## src/sv/mbt_pkg.sv

```systemverilog
// Shared types and constants of the IP-to-MAC binding tracker.
`default_nettype none

package mbt_pkg;

    // Default number of table entries.
    localparam int TABLE_DEPTH_DEF = 8;

    // Payload field widths.
    localparam int FUNC_W = 2;
    localparam int IP_W   = 32;
    localparam int MAC_W  = 48;

    typedef logic [FUNC_W-1:0] t_func;

    // Operation codes.
    localparam t_func FUNC_MARK  = 2'd0;
    localparam t_func FUNC_QUERY = 2'd1;
    localparam t_func FUNC_CLEAR = 2'd2;

    // One operation as it sits in the input register.
    typedef struct packed {
        t_func            func;
        logic [IP_W-1:0]  ip;
        logic [MAC_W-1:0] mac;
    } t_req;

    // Lookup result handed to the result register.
    typedef struct packed {
        logic             hit;
        logic [MAC_W-1:0] mac;
    } t_rsp;

endpackage

`default_nettype wire

```

## src/sv/mbt_table.sv

```systemverilog
// Fully associative binding table with parallel lookup and round-robin insertion.
`default_nettype none

module mbt_table #(
    parameter int TABLE_DEPTH = mbt_pkg::TABLE_DEPTH_DEF
) (
    input  wire logic         i_clk,
    input  wire logic         i_rst_n,
    input  wire logic         i_commit,
    input  mbt_pkg::t_req     i_req,
    output mbt_pkg::t_rsp     o_rsp
);

    localparam int PTR_W = (TABLE_DEPTH > 1) ? $clog2(TABLE_DEPTH) : 1;
    localparam logic [PTR_W-1:0] PTR_LAST = PTR_W'(TABLE_DEPTH - 1);

    logic [TABLE_DEPTH-1:0]     r_valid;
    logic [mbt_pkg::IP_W-1:0]   r_ip  [TABLE_DEPTH];
    logic [mbt_pkg::MAC_W-1:0]  r_mac [TABLE_DEPTH];
    logic [PTR_W-1:0]           r_ptr;
    logic [PTR_W-1:0]           n_ptr;

    logic [TABLE_DEPTH-1:0]     match;
    logic                       match_any;
    logic [PTR_W-1:0]           match_idx;
    logic                       ip_nz;
    logic                       do_insert;
    logic                       do_rewrite;
    logic                       do_clear;

    // Compare the request against every entry at once.
    always_comb begin
        for (int i = 0; i < TABLE_DEPTH; i++) begin
            match[i] = r_valid[i] && (r_ip[i] == i_req.ip);
        end
    end

    // The lowest-numbered matching entry wins.
    always_comb begin
        match_any = 1'b0;
        match_idx = '0;
        for (int i = TABLE_DEPTH - 1; i >= 0; i--) begin
            if (match[i]) begin
                match_any = 1'b1;
                match_idx = PTR_W'(i);
            end
        end
    end

    assign ip_nz = (i_req.ip != '0);

    // Result reflects the table before this operation's update.
    assign o_rsp.hit = ip_nz && match_any;
    assign o_rsp.mac = o_rsp.hit ? r_mac[match_idx] : '0;

    // Decode which update this operation makes.
    always_comb begin
        do_insert  = 1'b0;
        do_rewrite = 1'b0;
        do_clear   = 1'b0;
        if (i_commit && ip_nz) begin
            unique case (i_req.func)
                mbt_pkg::FUNC_MARK: begin
                    do_rewrite = match_any;
                    do_insert  = !match_any;
                end
                mbt_pkg::FUNC_CLEAR: begin
                    do_clear = match_any;
                end
                mbt_pkg::FUNC_QUERY: begin
                    // A query leaves the table unchanged.
                end
                default: begin
                    // The spare code behaves as a query.
                end
            endcase
        end
    end

    // Round-robin pointer wraps at the table depth.
    assign n_ptr = (r_ptr == PTR_LAST) ? '0 : r_ptr + PTR_W'(1);

    // Valid bits and insertion pointer.
    always_ff @(posedge i_clk) begin
        if (!i_rst_n) begin
            r_valid <= '0;
            r_ptr   <= '0;
        end else begin
            if (do_insert) begin
                r_valid[r_ptr] <= 1'b1;
                r_ptr          <= n_ptr;
            end else if (do_clear) begin
                r_valid[match_idx] <= 1'b0;
            end
        end
    end

    // Entry payload; only read behind a set valid bit.
    always_ff @(posedge i_clk) begin
        if (do_insert) begin
            r_ip[r_ptr]  <= i_req.ip;
            r_mac[r_ptr] <= i_req.mac;
        end else if (do_rewrite) begin
            r_mac[match_idx] <= i_req.mac;
        end
    end

endmodule

`default_nettype wire

```

## src/sv/ip_mac_binding_tracker_unit.sv

```systemverilog
// Top level of the IP-to-MAC binding tracker: input register, table and result register.
// The block accepts one transaction per clock cycle while the output side is not stalled and
// returns exactly one result per transaction, passing through the input register and then the
// result register. The lookup and the table update happen between the input register and
// the result register, so each transaction sees every update made by the one before it.
// The table lives in flip-flops and is empty right after reset; there is no clearing pass.
// The result register holds while the consumer stalls, and the input register keeps
// accepting while it is empty or its content can move on in the same cycle.
`default_nettype none

module ip_mac_binding_tracker_unit #(
    parameter int TABLE_DEPTH = mbt_pkg::TABLE_DEPTH_DEF
) (
    input  wire logic                       i_clk,
    input  wire logic                       i_rst_n,
    input  wire logic                       i_in_valid,
    output logic                            o_in_ready,
    input  wire logic [mbt_pkg::FUNC_W-1:0] i_func,
    input  wire logic [mbt_pkg::IP_W-1:0]   i_client_ip,
    input  wire logic [mbt_pkg::MAC_W-1:0]  i_client_mac,
    output logic                            o_out_valid,
    input  wire logic                       i_out_ready,
    output logic                            o_hit,
    output logic [mbt_pkg::MAC_W-1:0]       o_matched_mac
);

    logic           r_in_vld;
    mbt_pkg::t_req  r_in;
    logic           r_out_vld;
    mbt_pkg::t_rsp  r_out;
    mbt_pkg::t_rsp  rsp;
    logic           advance;

    // The held transaction moves on when the result register is free or being drained.
    assign advance    = r_in_vld && (!r_out_vld || i_out_ready);
    assign o_in_ready = !r_in_vld || advance;

    // Input register.
    always_ff @(posedge i_clk) begin
        if (!i_rst_n) begin
            r_in_vld <= 1'b0;
        end else if (o_in_ready) begin
            r_in_vld <= i_in_valid;
        end
    end

    always_ff @(posedge i_clk) begin
        if (i_in_valid && o_in_ready) begin
            r_in.func <= i_func;
            r_in.ip   <= i_client_ip;
            r_in.mac  <= i_client_mac;
        end
    end

    // Lookup and update of the binding table.
    mbt_table #(
        .TABLE_DEPTH (TABLE_DEPTH)
    ) u_table (
        .i_clk    (i_clk),
        .i_rst_n  (i_rst_n),
        .i_commit (advance),
        .i_req    (r_in),
        .o_rsp    (rsp)
    );

    // Result register.
    always_ff @(posedge i_clk) begin
        if (!i_rst_n) begin
            r_out_vld <= 1'b0;
        end else if (advance) begin
            r_out_vld <= 1'b1;
        end else if (i_out_ready) begin
            r_out_vld <= 1'b0;
        end
    end

    always_ff @(posedge i_clk) begin
        if (advance) begin
            r_out <= rsp;
        end
    end

    assign o_out_valid   = r_out_vld;
    assign o_hit         = r_out.hit;
    assign o_matched_mac = r_out.mac;

endmodule

`default_nettype wire

```

## config.mk

```make
export PLATFORM = sky130hd
export DESIGN_NAME = ip_mac_binding_tracker_unit
export DESIGN_NICKNAME = d
export VERILOG_FILES = /design/src/sv/mbt_pkg.sv /design/src/sv/mbt_table.sv /design/src/sv/ip_mac_binding_tracker_unit.sv
export SDC_FILE = /design/constraint.sdc
export NUM_CORES = 1
export LEC_CHECK = 0
export BUFFER_PORTS_ARGS = -buffer_cell sky130_fd_sc_hd__buf_2
export CAP_MARGIN = 20
export CORE_UTILIZATION = 60
export DETAILED_ROUTE_END_ITERATION = 8
export PLACE_DENSITY = 0.81
export SKIP_LAST_GASP = 1
export SLEW_MARGIN = 20
export SYNTH_ARGS = -nofsm -noshare
export SYNTH_HDL_FRONTEND = slang
export SYNTH_HIERARCHICAL = 1
export SYNTH_SLANG_ARGS = --single-unit
```

## constraint.sdc

```tcl
create_clock -name i_clk -period 17.8 [get_ports i_clk]
set_input_delay 3.56 -clock i_clk [delete_from_list [all_inputs] [get_ports i_clk]]
set_output_delay 3.56 -clock i_clk [all_outputs]
set_load 0.05 [all_outputs]
```

======== Yosys cells after proc, flatten, opt, wreduce, memory -nomap -nowiden ========
Memory sizes are Yosys's and may differ from the RTL's. A register that Yosys moved wholly into a read port is not among the register bits.
Index checks and enable logic that the tools add are counted.
word-level totals
  bits in registers ....................... 96
  memory bits (writable) .................. 640
  input port bits ......................... 86
  output and inout port bits .............. 51
  logic and storage cells ................. 92
  memories ................................ 2
operators by class
  add/subtract/negate cells ............... 1
  magnitude comparators ................... 4
  equality and inequality tests ........... 10
  multiplexer cells ....................... 39
  bitwise operators ....................... 3
  reduce and logical (&&, ||, !) cells .... 25
memories
  memory         depth  bits a word  rd ports  clocked after memory_dff  write ports  line             source
  u_table.r_mac  8      48           1         1                         1            mbt_table.sv:19  logic [mbt_pkg::MAC_W-1:0] r_mac [TABLE_DEPTH];
  u_table.r_ip   8      32           8         0                         1            mbt_table.sv:18  logic [mbt_pkg::IP_W-1:0] r_ip [TABLE_DEPTH];
operators with widths
  cell                 count
  $eq 32x32->1         8
  $mux 48              1
  $reduce_or 48->1     1
  $reduce_bool 32->1   1
  $mux 3               10
  $mux 1               24
  $mux 8               2
  $logic_and 1x1->1    14
  $and 8x8->8          1
  $lt 3x4->1 const B   2
  $not 8->8            1
  $or 8x8->8           1
  $demux 1 s3          2
  $ge 3x1->1 const B   2
  $logic_not 1->1      4
  $reduce_bool 2->1    2
  $add 3x1->3 const B  1
  $eq 3x3->1 const B   1
  $eq 2x2->1 const B   1
  $logic_not 2->1      1
  $logic_or 1x1->1     2

======== Depth between registers and ports, before layout ========
Gate-level depths: netlist of the first run.
  depth after elaboration ................. 18
  depth in mapped cells ................... 13
  gate-level depth less buffers ........... 10

======== Modules after synthesis ========
Netlist of the first run, hierarchy kept.
by module, submodules not included
  module                       times used  cells each  area each (um^2)  sequential area each (um^2)
  mbt_table                    1           1,722       26,709.4          19,438.6
  ip_mac_binding_tracker_unit  1           140         4,037.6           3,973.8

======== Least setup slack after synthesis of the first run ========
Ideal clock, no wire load.
  kind .................................... in2reg
  start point ............................. input port i_out_ready
  end point ............................... memory u_table/r_mac[3][0] (netlist bit) (enable)
  library setup time ...................... 523 ps
  arrival ................................. 10,532 ps
  required time ........................... 17,277 ps
  path slack .............................. 6,745 ps
  cell stages on the path ................. 5
  path buffers ............................ 0
  cell sequence ........................... nor2b_4 -> nor2b_1 -> or4b_2 -> o31ai_2 -> nor3b_1
between the ends
  word-level cells in the longest chain between the ends .. 9
  elaborated cells on any way between the ends .. 13
  those cells by class .................... mux (9); reduce/logical (4)
ends and longest elaborated chain
  item                                               line                               source
  start, declared                                    ip_mac_binding_tracker_unit.sv:22  input wire logic i_out_ready,
  $logic_or 1x1->1 *                                 ip_mac_binding_tracker_unit.sv:35  assign advance = r_in_vld && (!r_out_vld || i_out_ready);
  $logic_and 1x1->1 *                                ip_mac_binding_tracker_unit.sv:35
  via advance                                        ip_mac_binding_tracker_unit.sv:32  logic advance;
  $logic_and 1x1->1 *                                mbt_table.sv:61                    if (i_commit && ip_nz) begin
  $mux 1                                             mbt_table.sv:61
  $mux 1                                             mbt_table.sv:103                   end else if (do_rewrite) begin
  $mux 1                                             mbt_table.sv:100                   if (do_insert) begin
  $mux 1 (not written as such)                       mbt_table.sv:104                   r_mac[match_idx] <= i_req.mac;
  $reduce_or 48->1 (no line)                         --
  $mux 3 (no line) / $mux 1 (equally long branches)  --
  end, declared                                      mbt_table.sv:19
The timed path passes the listed nets; every way through them passes the cells marked *.

======== Final worst setup path of the first run ========
  start point ............................. input port i_out_ready
  end point ............................... output port o_in_ready
between the ends
  word-level cells in the longest chain between the ends .. 3
ends and longest elaborated chain
  item               line                               source
  $logic_or 1x1->1   ip_mac_binding_tracker_unit.sv:35
  $logic_and 1x1->1  ip_mac_binding_tracker_unit.sv:35
  $logic_or 1x1->1   ip_mac_binding_tracker_unit.sv:36  assign o_in_ready = !r_in_vld || advance;
  end, declared      ip_mac_binding_tracker_unit.sv:17  output logic o_in_ready,
Every way passes these cells.

==> results of run 1 <==
-- cells in the final DEF (no fill, tap or decap), types with 4 or more instances in the layout --
| cell | count |
|---|---|
| a21oi_1 | 49 |
| buf_2 | 136 |
| buf_4 | 55 |
| bufinv_16 | 7 |
| clkbuf_1 | 10 |
| clkbuf_16 | 78 |
| clkinv_1 | 21 |
| clkinv_16 | 4 |
| clkinv_2 | 13 |
| clkinvlp_4 | 4 |
| dfxtp_1 | 13 |
| edfxtp_1 | 771 |
| inv_1 | 8 |
| nand2_1 | 26 |
| nand3_1 | 12 |
| nand4_1 | 50 |
| nand4b_1 | 7 |
| nor2_1 | 104 |
| nor2_2 | 4 |
| nor2b_1 | 102 |
| nor2b_4 | 5 |
| nor3_1 | 15 |
| nor4_1 | 74 |
| nor4b_1 | 5 |
| o211a_1 | 4 |
| o21ai_0 | 5 |
| o22ai_1 | 96 |
| or4_1 | 101 |
| or4_4 | 4 |
| xnor2_1 | 102 |
| xor2_1 | 154 |
-- cell usage after synthesis, drive strengths merged, types with 2 or more instances --
master | number | area (um^2)
xnor2 | 102 | 893
nor4b | 5 | 43.8
nor2 | 111 | 419
o21a | 2 | 15.0
or4 | 105 | 803
o31ai | 4 | 40.0
a21oi | 50 | 250
and3 | 2 | 12.5
or4b | 2 | 20.0
edfxtp | 771 | 23200
mux2i | 3 | 30.0
a21boi | 2 | 26.3
o221a | 2 | 22.5
nand4 | 51 | 334
nand3b | 2 | 27.5
nand4b | 7 | 61.3
ha | 2 | 25.0
nor3b | 6 | 45.0
o21ai | 7 | 50.1
xor2 | 154 | 1350
clkbuf | 25 | 93.8
o211a | 4 | 40.0
o41ai | 2 | 36.3
nand2 | 28 | 115
nor4 | 75 | 475
nor3 | 18 | 90.1
nor2b | 108 | 686
nand3 | 14 | 80.1
inv | 8 | 30.0
dfxtp | 13 | 260
buf | 66 | 499
o22ai | 96 | 601
a2111o | 2 | 22.5
or2 | 3 | 18.8
nand2b | 2 | 12.5
or3b | 2 | 17.5
-- routing by layer --
| layer | vias to the layer above | GRT usage | routed length (um) |
|---|---|---|---|
| met5 | - | 0 | 24 |
| met4 | 4 | 0.123 | 2360 |
| met3 | 191 | 0.0548 | 6890 |
| met2 | 1065 | 0.445 | 34300 |
| met1 | 8843 | 0.362 | 27500 |
| li1 | 7571 | - | - |
-- final cells by class --
| type | count | share of cell area |
|---|---|---|
| clock buffers | 88 | 0.0573 |
| clock inverters | 53 | 0.0158 |
| multi-input cells | 979 | 0.197 |
| inverters | 8 | 0.000864 |
| flip-flops and latches | 784 | 0.674 |
| well taps | 672 | 0.0242 |
| repair buffers | 191 | 0.0315 |
-- cells by family after synthesis --
kind of cell	after synthesis	synth area share
flip-flops	784	0.761
AND/OR/NAND/NOR	544	0.107
XOR/XNOR	256	0.0729
AO/OA/AOI/OAI	174	0.0368
buffers and inverters	99	0.0203
multiplexers	3	0.000977
adder cells (fa/ha/maj)	2	0.000814
-- critical path: cells and delay by family --
kind,cells,cell delay (ns)
buffers and inverters,2,0.38
AND/OR/NAND/NOR,1,0.13
-- state kept, by name, indices dropped and copies added, names as in the netlist --
register	flops
u_table/r_valid	8
r_in	82
o_out_valid	1
o_matched_mac	48
u_table/r_ip	256
u_table/r_ptr	3
r_in_vld	1
u_table/r_mac	384
o_hit	1
-- per-stage QoR --
stage,cell area [um^2],setup WS [ns],util,cells,hold slack [ns]
6_report,34700,10.17,0.690,2775,0.528
2_1_floorplan,30700,6.74,-,1862,0.478
3_5_place_dp,32200,10.16,0.639,2634,0.524
5_1_grt,34700,10.15,0.690,2775,0.561
4_1_cts,34700,10.16,0.690,2775,0.534
3_3_place_gp,32200,10.18,0.639,2634,0.508
-- power breakdown --
| group | switching (W) | total (W) | internal [W] |
|---|---|---|---|
| clock | 0.000697 | 0.00161 | 0.000916 |
| sequential | 0.0000197 | 0.00207 | 0.00205 |
| combinational | 0.0000964 | 0.000134 | 0.0000377 |
-- how the worst max path moves through the flow --
stage	end	slack (ns)	cells past startpoint	startpoint
final	o_in_ready	10.17	3	i_out_ready
after global routing	o_in_ready	10.15	3	i_out_ready
after CTS	o_in_ready	10.16	3	i_out_ready
after detailed placement	o_in_ready	10.16	3	i_out_ready
after global placement	o_in_ready	10.18	3	i_out_ready
after floorplan	u_table/r_mac[3][0]$_DFFE_PP_	6.74	5	i_out_ready
==> metrics.txt, run 1 <==
post-synthesis average cell area=roughly 17 um^2; Post-Route WL=71100 um; Root Driver=clkbuf_16; Final Hold Viols=0; worst hold path cell count=2; WHS Endpoint=r_in_vld$_SDFFE_PN0P_; Die H=about 230 um; htree depth=3; first-pass GRT wire length=between 100000 and 150000 um; Die Span X=about 230 um; Critical Path Source Type=input port; EDFF count, synth=between 700 and 800; Yosys warning count=6; Synth async-reset ratio=0; Syn Std Cell Area=between 0.03 and 0.04 mm^2; Detail Route Antenna Nets=0; Worst-Margin Slew=around 1.2 ns; Core Box Area=0.0504 mm^2; VDD IR max=between 0.09 and 0.1 mV; ys flop type=edfxtp_1; diode count=0; largest net degree at the start of global routing=97; global route overflow=0; CTS clk-pin slew, worst paths=approximately 0.060 ns; DRC violations left=0; RSZ-0062 raised after global routing=no; post-synthesis sequential area ratio=0.761; Mapped Nets=roughly 2000; Arr. time, crit path=a little over 4 ns; CP max FO=2; final total negative setup slack=0 ns; Pwr Density=between 100 and 150 mW/mm^2; end of the worst register-to-register path=o_matched_mac[15]$_DFFE_PP_; synthesis-stage register bit count=about 780; CP dominant cell by count=buf_2; Rows=slightly above 80; Netlist cell types=63; # hold bufs at CTS=0; total of max-cap violations=0; Final min period=around 7.6 ns; drt pass-1 iters=5; crit-path cells=buf_2 > nand3b_4 > buf_2; WL per Instance=25.6 um; crit end category=output pin; R2R depth=11; outcome=finished, final reports clean; post-CTS setup buffers=0; max-slew violation count=0; CTS tree=done; Num Clock Sinks=784; CTS Buffer Depth=3; dpl hpwl=~37000 um; RePlAce Congestion=0.856; Area Overhead vs Synth=13.0%; Largest stage delay, worst path=approximately 0.26 ns; FF+latch area=roughly 0.023 mm^2; R2R setup slack=12.62 ns; vias per inst=approximately 6.4; share of layout cells above drive strength 1=0.164; Setup-failing EPs final=0; relative slew slack=0.228; crit path kind=input port to output pin; Port-buffer cells=136; Worst-Skew Late Latency=0.64 ns; Clock Skew=0.0381 ns; WP data required=roughly 14 ns; Synth Instances=1862; DR vias=17700; Starting Density=0.610; Nets=roughly 2100; Die ar.=between 0.05 and 0.06 mm^2; LEAKAGE=11.4 nW; 1st-iter DRT viols=between 1500 and 2000; RR Startpoint=r_in[54]$_DFFE_PP_; post-layout power=around 0.0038 W; fin crit share=0.429; initial antenna violation count=2; HP Class=flop to flop; filler cell count=3009; achievable frequency=roughly 130 MHz; TritonCTS Buffers=77; vias in the first global route=about 18000; Ports=between 100 and 150; Post-CTS Resized=0; Total GRT Usage=0.274; Multi-input gate area=a little under 0.007 mm^2; Worst Hold Launch=o_out_valid$_SDFFE_PN0P_; Slowest-stage cell, CP=buf_2
Note: power is estimated with default switching activity, not from simulation.
==> run 2: changes to the inputs <==
--- a/config.mk
+++ b/config.mk
@@ -7,9 +7,9 @@
 export LEC_CHECK = 0
 export BUFFER_PORTS_ARGS = -buffer_cell sky130_fd_sc_hd__buf_2
 export CAP_MARGIN = 20
-export CORE_UTILIZATION = 60
+export CORE_UTILIZATION = 55
 export DETAILED_ROUTE_END_ITERATION = 8
-export PLACE_DENSITY = 0.81
+export PLACE_DENSITY = 0.78
 export SKIP_LAST_GASP = 1
 export SLEW_MARGIN = 20
 export SYNTH_ARGS = -nofsm -noshare
==> constraint.sdc (replaced) <==
create_clock -name i_clk -period 6.5 [get_ports i_clk]
set_input_delay 1.3 -clock i_clk [delete_from_list [all_inputs] [get_ports i_clk]]
set_output_delay 1.3 -clock i_clk [all_outputs]
set_load 0.05 [all_outputs]
==> metrics.txt, run 2 (synthesized netlist as in run 1, its figures left out) <==
outcome=finished, final reports clean; Detail Route Antenna Nets=0 (unchanged); Clock Skew=0.0295 ns (-0.00862 ns); Total GRT Usage=0.262 (-0.0118); post-layout power=0.0107 W (+180%); crit end category=flop; VDD IR max=0.379 mV (+280%); Core Util, Final=0.633 (-0.0566); Root Driver=clkbuf_16; CTS tree=done; Post-Route WL=74500 um (+4.7%); total of max-cap violations=0 (unchanged); DRC violations left=0 (unchanged); first-pass GRT wire length=109000 um (+2.2%); Die Span X=238 um (+4.4%); top flop regs=u_table/r_mac (384), u_table/r_ip (256), r_in (82); Starting Density=0.557 (-0.0533); Worst Setup SP=r_in[69]$_DFFE_PP_; CTS clk-pin slew, worst paths=0.06 ns (about the same); crit path kind=flop to flop; Final min period=between 5 and 6 ns; Nets=2124 (-0.23%); Worst-Margin Slew=1.13 ns (-0.0298 ns); LEAKAGE=11.4 nW (+0.63%); global route overflow=0 (unchanged); drt pass-1 iters=5 (unchanged); Die H=238 um (+4.4%); share of layout cells above drive strength 1=0.163 (-0.00121); Setup-failing EPs final=0 (unchanged); RSZ-0062 raised after global routing=no; Post-CTS Resized=0 (unchanged); final total negative setup slack=0 ns (unchanged); DP Worst Slack=1.43 ns (-8.73 ns); post-CTS setup buffers=0 (unchanged); WP data required=6.76 ns (-7.48 ns); relative slew slack=0.248 (+0.0199); Slowest-stage cell, CP=edfxtp_1; worst hold path cell count=2 (unchanged); Area Overhead vs Synth=13.7%; Num Clock Sinks=784 (unchanged); CTS Buffer Depth=3 (unchanged); Worst Hold Launch=o_out_valid$_SDFFE_PN0P_; WL per Instance=26.2 um (+2.2%); Final Hold Viols=0 (unchanged); largest net degree at the start of global routing=97 (unchanged); vias per inst=6.18 (-2.9%); TritonCTS Buffers=79 (+2.6%); placed cell areas=0.0323 mm^2 (+0.25%); Critical Path Source Type=flop; fin crit share=0.793; R2R depth=11 (unchanged); Worst-Skew Late Latency=0.63 ns (about the same); RR Startpoint=r_in[69]$_DFFE_PP_; Largest stage delay, worst path=1.09 ns (+0.83 ns); max FFs per register=384 (unchanged); post-route design area=0.0349 mm^2 (+0.59%); CP max FO=48 (+46); max-slew violation count=0 (unchanged); 1st-iter DRT viols=2021 (+9.7%); Core Box Area=0.0552 mm^2 (+9.6%); Largest Register=u_table/r_mac; RePlAce Congestion=0.897 (+4.8%); vias in the first global route=17200 (-5.9%); Ports=137 (unchanged); HP Class=flop to flop; Die ar.=0.0569 mm^2 (+9.0%); dpl hpwl=42100 um (+13%); Arr. time, crit path=5.41 ns (+1.34 ns); initial antenna violation count=3 (+1); htree depth=3 (unchanged); worst setup margin=1.34 ns (-8.82 ns); DR vias=17600 (-0.50%); Port-buffer cells=136 (unchanged); most frequent cells in the layout=edfxtp_1, xor2_1, buf_2; Rows=86 (+4.9%); filler cell count=3700 (+23%); achievable frequency=around 190 MHz; crit-path cells=xor2_1 > nor4_1 > nand4_1 > or4_4 > nor2b_2 > o21ai_2 > a21boi_4 > o21ai_4 > o31ai_2 > nor3b_4 > buf_4; commonest non-fill, non-tap cell in the layout=edfxtp_1; # hold bufs at CTS=0 (unchanged); Pwr Density=306 mW/mm^2 (+180%)
[run 2: cell count changes in the layout (fill, tap and decap cells not counted), sizes merged]
| cell | change |
|---|---|
| clkinv | -8 |
| bufinv | +5 |
| clkbuf | +2 |
| clkinvlp | -3 |
| buf | -7 |
| inv | +2 |
| diode | +2 |
[run 2: routing by layer]
| layer | up-vias | global-route usage | part of all wire |
|---|---|---|---|
| met5 | - | 0 | 0.00011 |
| met4 | 2 | 0.0998 | 0.030 |
| met3 | 157 | 0.0435 | 0.093 |
| met2 | 1034 | 0.402 | 0.47 |
| met1 | 8817 | 0.380 | 0.41 |
| li1 | 7575 | - | - |
[run 2: cell type report]
type | count | area [um^2] | share of cell area
flip-flops and latches | 784 | 23400 | 0.670
multi-input cells | 979 | 6870 | 0.196
clock buffers | 90 | 2060 | 0.0590
repair buffers | 184 | 1040 | 0.0298
well taps | 748 | 936 | 0.0268
clock inverters | 49 | 598 | 0.0171
inverters | 8 | 30.0 | 0.000859
diodes | 2 | 5.00 | 0.000143
[run 2: through the flow]
stage | cells | hold WS (ns)
5_1_grt | 2844 | 0.537
3_3_place_gp | 2703 | 0.506
6_report | 2844 | 0.519
2_1_floorplan | 1862 | 0.478
4_1_cts | 2842 | 0.520
3_5_place_dp | 2703 | 0.506
[run 2: worst max-delay path: cells and delay by family, from the launching register on]
kind            cells  cell delay, ns
simple gates        5            1.47
compound gates      4            1.27
flops               1            1.09
buf+inv             1            0.62
xor+xnor            1            0.28
[run 2: path summary, 6_finish.rpt]
kind	end	slack (ns)
setup / recovery	u_table/r_mac[3][19]$_DFFE_PP_	1.34
hold / removal	r_in_vld$_SDFFE_PN0P_	0.52
setup reg to reg	u_table/r_mac[3][19]$_DFFE_PP_	1.34
hold reg to reg	r_in_vld$_SDFFE_PN0P_	0.52
[run 2: power by group]
part	internal [W]	switching, W
Sequential	0.00562	0.000112
Combinational	0.0000988	0.000212
Clock	0.00277	0.00190
Total	0.00848	0.00222
